===== config.mk =====
export PLATFORM = sky130hd
export DESIGN_NAME = blp_div
export DESIGN_NICKNAME = d
export VERILOG_FILES = /design/src/hdl/blp_pkg.sv /design/src/hdl/blp_div.sv
export SDC_FILE = /design/constraint.sdc
export NUM_CORES = 2
export LEC_CHECK = 0
export ABC_AREA = 0
export BUFFER_PORTS_ARGS = -buffer_cell sky130_fd_sc_hd__buf_2
export CAP_MARGIN = 15
export CORE_UTILIZATION = 55
export CTS_CLUSTER_SIZE = 28
export DETAILED_ROUTE_END_ITERATION = 8
export GPL_ROUTABILITY_DRIVEN = 0
export GPL_TIMING_DRIVEN = 0
export PLACE_DENSITY = 0.78
export SKIP_LAST_GASP = 1
export SLEW_MARGIN = 10
export SYNTH_ARGS = -nofsm -noshare
export SYNTH_HDL_FRONTEND = slang
export SYNTH_SLANG_ARGS = --single-unit

===== constraint.sdc =====
create_clock -name i_clk -period 3.9 [get_ports i_clk]
set_input_delay 0 -clock i_clk [delete_from_list [all_inputs] [get_ports i_clk]]
set_output_delay 0 -clock i_clk [all_outputs]
set_load 0.03 [all_outputs]

===== src/hdl/blp_pkg.sv =====
// shared types, constants and elaboration-time tables for the blinn-phong lobe pipeline
// no dependencies
package blp_pkg;

    localparam int LOG_FRAC = 24;
    localparam int QUO_W    = 33;
    localparam int NEGL_W   = 30;
    localparam int E_W      = 46;
    localparam int P_W      = 33;

    localparam logic [29:0] INV_TWO_PI = 30'd683565276;
    localparam logic [29:0] LOBE_MAX   = 30'h3FFF_FFFF;

    typedef struct packed {
        logic below;
        logic zero;
    } t_side;

    typedef logic [LOG_FRAC-1:0][31:0] t_root_tab;

    // integer square root, used only while building the constant table
    function automatic logic [63:0] f_isqrt(input logic [63:0] x);
        logic [63:0] xv;
        logic [63:0] r;
        logic [63:0] b;
        xv = x;
        r  = '0;
        b  = 64'h4000_0000_0000_0000;
        for (int j = 0; j < 32; j++) begin
            if (b > xv) begin
                b = b >> 2;
            end
        end
        for (int j = 0; j < 32; j++) begin
            if (b != '0) begin
                if (xv >= r + b) begin
                    xv = xv - (r + b);
                    r  = (r >> 1) + b;
                end else begin
                    r = r >> 1;
                end
                b = b >> 2;
            end
        end
        return r;
    endfunction

    // successive roots of one half in q0.32: entry i is 2^-(2^-(i+1))
    function automatic t_root_tab f_root_tab();
        t_root_tab   tab;
        logic [63:0] c;
        c      = f_isqrt(64'h8000_0000_0000_0000);
        tab[0] = c[31:0];
        for (int i = 1; i < LOG_FRAC; i++) begin
            c      = f_isqrt({c[31:0], 32'd0});
            tab[i] = c[31:0];
        end
        return tab;
    endfunction

endpackage


===== src/hdl/blp_div.sv =====
// pipelined restoring divider, one quotient bit per stage: floor(num * 2^32 / den)
// depends on blp_pkg
module blp_div import blp_pkg::*; (
    input  logic             i_clk,
    input  logic             i_rst_n,
    input  logic             i_en,
    input  logic             i_vld,
    input  t_side            i_side,
    input  logic [31:0]      i_num,
    input  logic [33:0]      i_den,
    output logic             o_vld,
    output t_side            o_side,
    output logic [QUO_W-1:0] o_quo
);

    logic [33:0]      r_rem  [QUO_W];
    logic [33:0]      r_den  [QUO_W];
    logic [QUO_W-1:0] r_quo  [QUO_W];
    t_side            r_side [QUO_W];
    logic [QUO_W-1:0] r_vld;

    logic [34:0]      w_cand [QUO_W];
    logic [34:0]      w_diff [QUO_W];
    logic [33:0]      w_den  [QUO_W];
    logic [QUO_W-1:0] w_bit;
    logic [33:0]      n_rem  [QUO_W];
    logic [QUO_W-1:0] n_quo  [QUO_W];

    always_comb begin
        // top quotient bit straight from the numerator
        w_cand[0] = {3'b000, i_num};
        w_den[0]  = i_den;
        w_diff[0] = w_cand[0] - {1'b0, w_den[0]};
        w_bit[0]  = (w_cand[0] >= {1'b0, w_den[0]});
        n_rem[0]  = w_bit[0] ? w_diff[0][33:0] : w_cand[0][33:0];
        n_quo[0]  = {{(QUO_W-1){1'b0}}, w_bit[0]};
        for (int j = 1; j < QUO_W; j++) begin
            w_cand[j] = {r_rem[j-1], 1'b0};
            w_den[j]  = r_den[j-1];
            w_diff[j] = w_cand[j] - {1'b0, w_den[j]};
            w_bit[j]  = (w_cand[j] >= {1'b0, w_den[j]});
            n_rem[j]  = w_bit[j] ? w_diff[j][33:0] : w_cand[j][33:0];
            n_quo[j]  = {r_quo[j-1][QUO_W-2:0], w_bit[j]};
        end
    end

    always_ff @(posedge i_clk) begin
        if (!i_rst_n) begin
            r_vld <= '0;
        end else if (i_en) begin
            r_vld <= {r_vld[QUO_W-2:0], i_vld};
        end
    end

    always_ff @(posedge i_clk) begin
        if (i_en) begin
            r_side[0] <= i_side;
            for (int j = 0; j < QUO_W; j++) begin
                r_rem[j] <= n_rem[j];
                r_den[j] <= w_den[j];
                r_quo[j] <= n_quo[j];
            end
            for (int j = 1; j < QUO_W; j++) begin
                r_side[j] <= r_side[j-1];
            end
        end
    end

    assign o_vld  = r_vld[QUO_W-1];
    assign o_side = r_side[QUO_W-1];
    assign o_quo  = r_quo[QUO_W-1];

endmodule


==> results.json <==
{
  "dieArea_um2": 285000,
  "detail-route-antenna-nets": 0,
  "synth_flop_cell": "edfxtp_1",
  "synthArstFlopShare": 0,
  "share_seq_of_total_power": 0.335,
  "maxCapViolations": 0,
  "arrival_ps": 4500,
  "rsz0062_at_grt": "yes",
  "portBuffers": 107,
  "drv_slew": 0,
  "seq_area_frac_synth": 0.545,
  "p_sw_frac": 0.383,
  "path_clk_slew_ps": 60,
  "rows": 194,
  "critPathCaptureType": "flip-flop",
  "fill_cells": 20917,
  "grt_pass1_vias": 104838,
  "nets": 15551,
  "status": "finished with violations",
  "path_class": "flip-flop to flip-flop",
  "r2r_cells": 15,
  "skew_ps": 57.6,
  "fp.dieH_um": 534,
  "ir_drop_mv": 0.426,
  "p_clk_frac": 0.196,
  "cts_tree": "done",
  "pin_count": 108,
  "hold_class": "input port to flip-flop",
  "power.share.combinational": 0.469,
  "routedWlPerCell_um": 20.1,
  "die_w_um": 534,
  "setup_violations": 4,
  "hold_viol_final": 0,
  "cp-start-kind": "flip-flop",
  "grt_start_max_net_pins": 175,
  "antenna_found_initial": 4,
  "gr-total-overflow": 0,
  "reg2reg_slack_ps": -10,
  "place_area_um2": 161000,
  "htreeDepth": 5,
  "stdcell_area_um2": 176000,
  "drive_above_1_share": 0.103,
  "worstSkewPairLatency_ps": 930,
  "clockRootBuffer": "clkbuf_16",
  "synth_area_um2": 156000,
  "synth_edf_count": 2803,
  "vias": 109005,
  "tns_ps": -27.3,
  "start_util": 0.555,
  "worst-slew-pin-transition_ps": 987,
  "fin_crit_ps": 3910,
  "synth.avg_cell_area_um2": 11.4,
  "cp_max_fo": 10,
  "power.density_nw_per_um2": 851,
  "wl_mm": 368,
  "cts_buffers": 305,
  "syn_nets": 14865,
  "viasPerCell": 5.96,
  "worst_slack_ps": -13.3,
  "drt_iter0_drc": 10574,
  "core-area_um2": 280000,
  "hold_path.startpoint": "i_rst_n",
  "place_ws_ps": -967,
  "cts_buffer_depth": 4,
  "grt_pass1_wl_mm": 569,
  "fmax_mhz": 256,
  "drt-pass1-iter-count": 7,
  "p_leak_nw": 72.0,
  "r2r-start": "r_den[0][276]",
  "whs_path_depth": 4,
  "area_growth_pct": 13.0,
  "place_hpwl_mm": 262,
  "startpoint": "r_den[0][276]",
  "remaining_drc_errors": 0,
  "relSlewSlack": 0.336,
  "syn_inst": 13642,
  "grtUsageTotal": 0.250,
  "ys_ff_latch": 2836,
  "crit_required_ps": 4490,
  "p_int_mw": 92.2,
  "ys_warn_count": 0,
  "switchingPower_mw": 57.3,
  "synth_cell_types": 98,
  "violations": "setup timing",
  "cts.sinks": 2836,
  "fin_crit_sh": 1.00
}
==> through the flow <==
step | power [mW] | util | cells | hold WS [ps]
global placement | 114 | 0.573 | 17473 | 180
CTS | 147 | 0.621 | 18231 | 82.2
floorplan | 97.9 | - | 13642 | 98.9
global route | 158 | 0.627 | 18302 | 181
detailed placement | 115 | 0.575 | 17493 | 181
finish | 150 | 0.627 | 18303 | 169
==> synthesized netlist by cell type (93+ instances only) <==
master | instances | area [um^2]
clkbuf_1 | 292 | 1100
inv_1 | 1379 | 5180
nor2_1 | 766 | 2880
a21oi_1 | 1261 | 6310
a31oi_1 | 115 | 719
nand4_1 | 184 | 1150
ha_1 | 1119 | 14000
nand3_1 | 232 | 1160
nand2b_1 | 135 | 845
mux2_2 | 322 | 3630
o21ai_0 | 816 | 4080
o21a_1 | 133 | 998
edfxtp_1 | 2803 | 84200
o21bai_1 | 156 | 1170
nand2_1 | 862 | 3240
xnor2_1 | 596 | 5220
xor2_1 | 376 | 3290
a21o_1 | 647 | 4860
nor3_1 | 110 | 551
nor2b_1 | 187 | 1170
and3_1 | 93 | 582
==> power by group through the flow <==
stage / clock (mW) / sequential, mW / combinational (mW)
after floorplan: 0 / 47.7 / 50.2
after global placement: 0 / 52.3 / 62.0
after detailed placement: 0 / 50.6 / 64.7
after CTS: 29.9 / 50.0 / 66.9
after global routing: 31.0 / 50.6 / 76.7
final: 29.3 / 50.2 / 70.1
==> cells in the final DEF (no fill, tap or decap), drive strengths merged, types with 187 or more instances in the layout <==
cell,netlist,layout
mux2,350,350
ha,1119,1119
nor2b,187,187
clkbuf,292,640
nor2,766,766
nand3,232,232
o21ai,837,837
xnor2,596,596
a21oi,1267,1267
buf,70,315
edfxtp,2803,2803
inv,1379,1398
a21o,647,647
nand2,862,862
xor2,376,376
==> routing by layer <==
layer,GRT usage,up-vias,share of wire
met5,0,-,0
met4,0.113,0,0.047
met3,0.0311,1097,0.064
met2,0.428,4351,0.49
met1,0.318,52146,0.40
li1,-,51411,-
==> worst paths after layout <==
path	to
worst max-delay path	r_rem[0][337]
worst min-delay path	r_vld[3]
worst max register to register	r_rem[0][337]
worst min register to register	r_quo[0][813]
==> final cells by class <==
type | instances | area [um^2] | area share
buffer | 349 | 1750 | 0.00994
timing repair buffer | 392 | 3590 | 0.0204
sequential | 2836 | 84800 | 0.483
multi-input combinational | 9065 | 65700 | 0.374
clock inverter | 193 | 2090 | 0.0119
antenna | 7 | 17.5 | 0.0000997
clock buffer | 358 | 7980 | 0.0454
tap | 3724 | 4660 | 0.0265
inverter | 1379 | 5180 | 0.0294
==> state kept, by name (all words and copies together), names as in the netlist <==
name / flops
r_den: 1088
r_side: 66
r_vld: 33
r_quo: 561
r_rem: 1088
==> critical path: stages, from the launching register on <==
cell,delay (ps)
edfxtp_1,370
inv_1,80
ha_1,330
nand2_1,140
a211o_1,290
a32oi_2,340
a31o_4,240
a311o_1,230
a221oi_2,100
o211ai_1,300
nand2_1,160
o311a_4,410
buf_4,200
buf_4,210
nand2_1,70
o21ai_0,130
==> repair_timing <==
item                                     CTS  global route
pin swaps                                 21            75
hold endpoints to repair                 412             0
setup buffers                             40            75
hold buffers                             148             0
endpoints found under the setup margin  1036          1018
resized for setup                        253           291
gates cloned                               0             2
==> cell families after synthesis <==
logic type | count (synthesis) | share of synthesized area
AOI/OAI and AO/OA | 3723 | 0.149
xor gates and xnor gates | 972 | 0.0547
adders and majority gates | 1151 | 0.0941
buffers and inverters | 1741 | 0.0426
DFF | 2836 | 0.545
muxes | 391 | 0.0286
and+or+nand+nor | 2828 | 0.0858
Power figures use the tool's default switching activity.
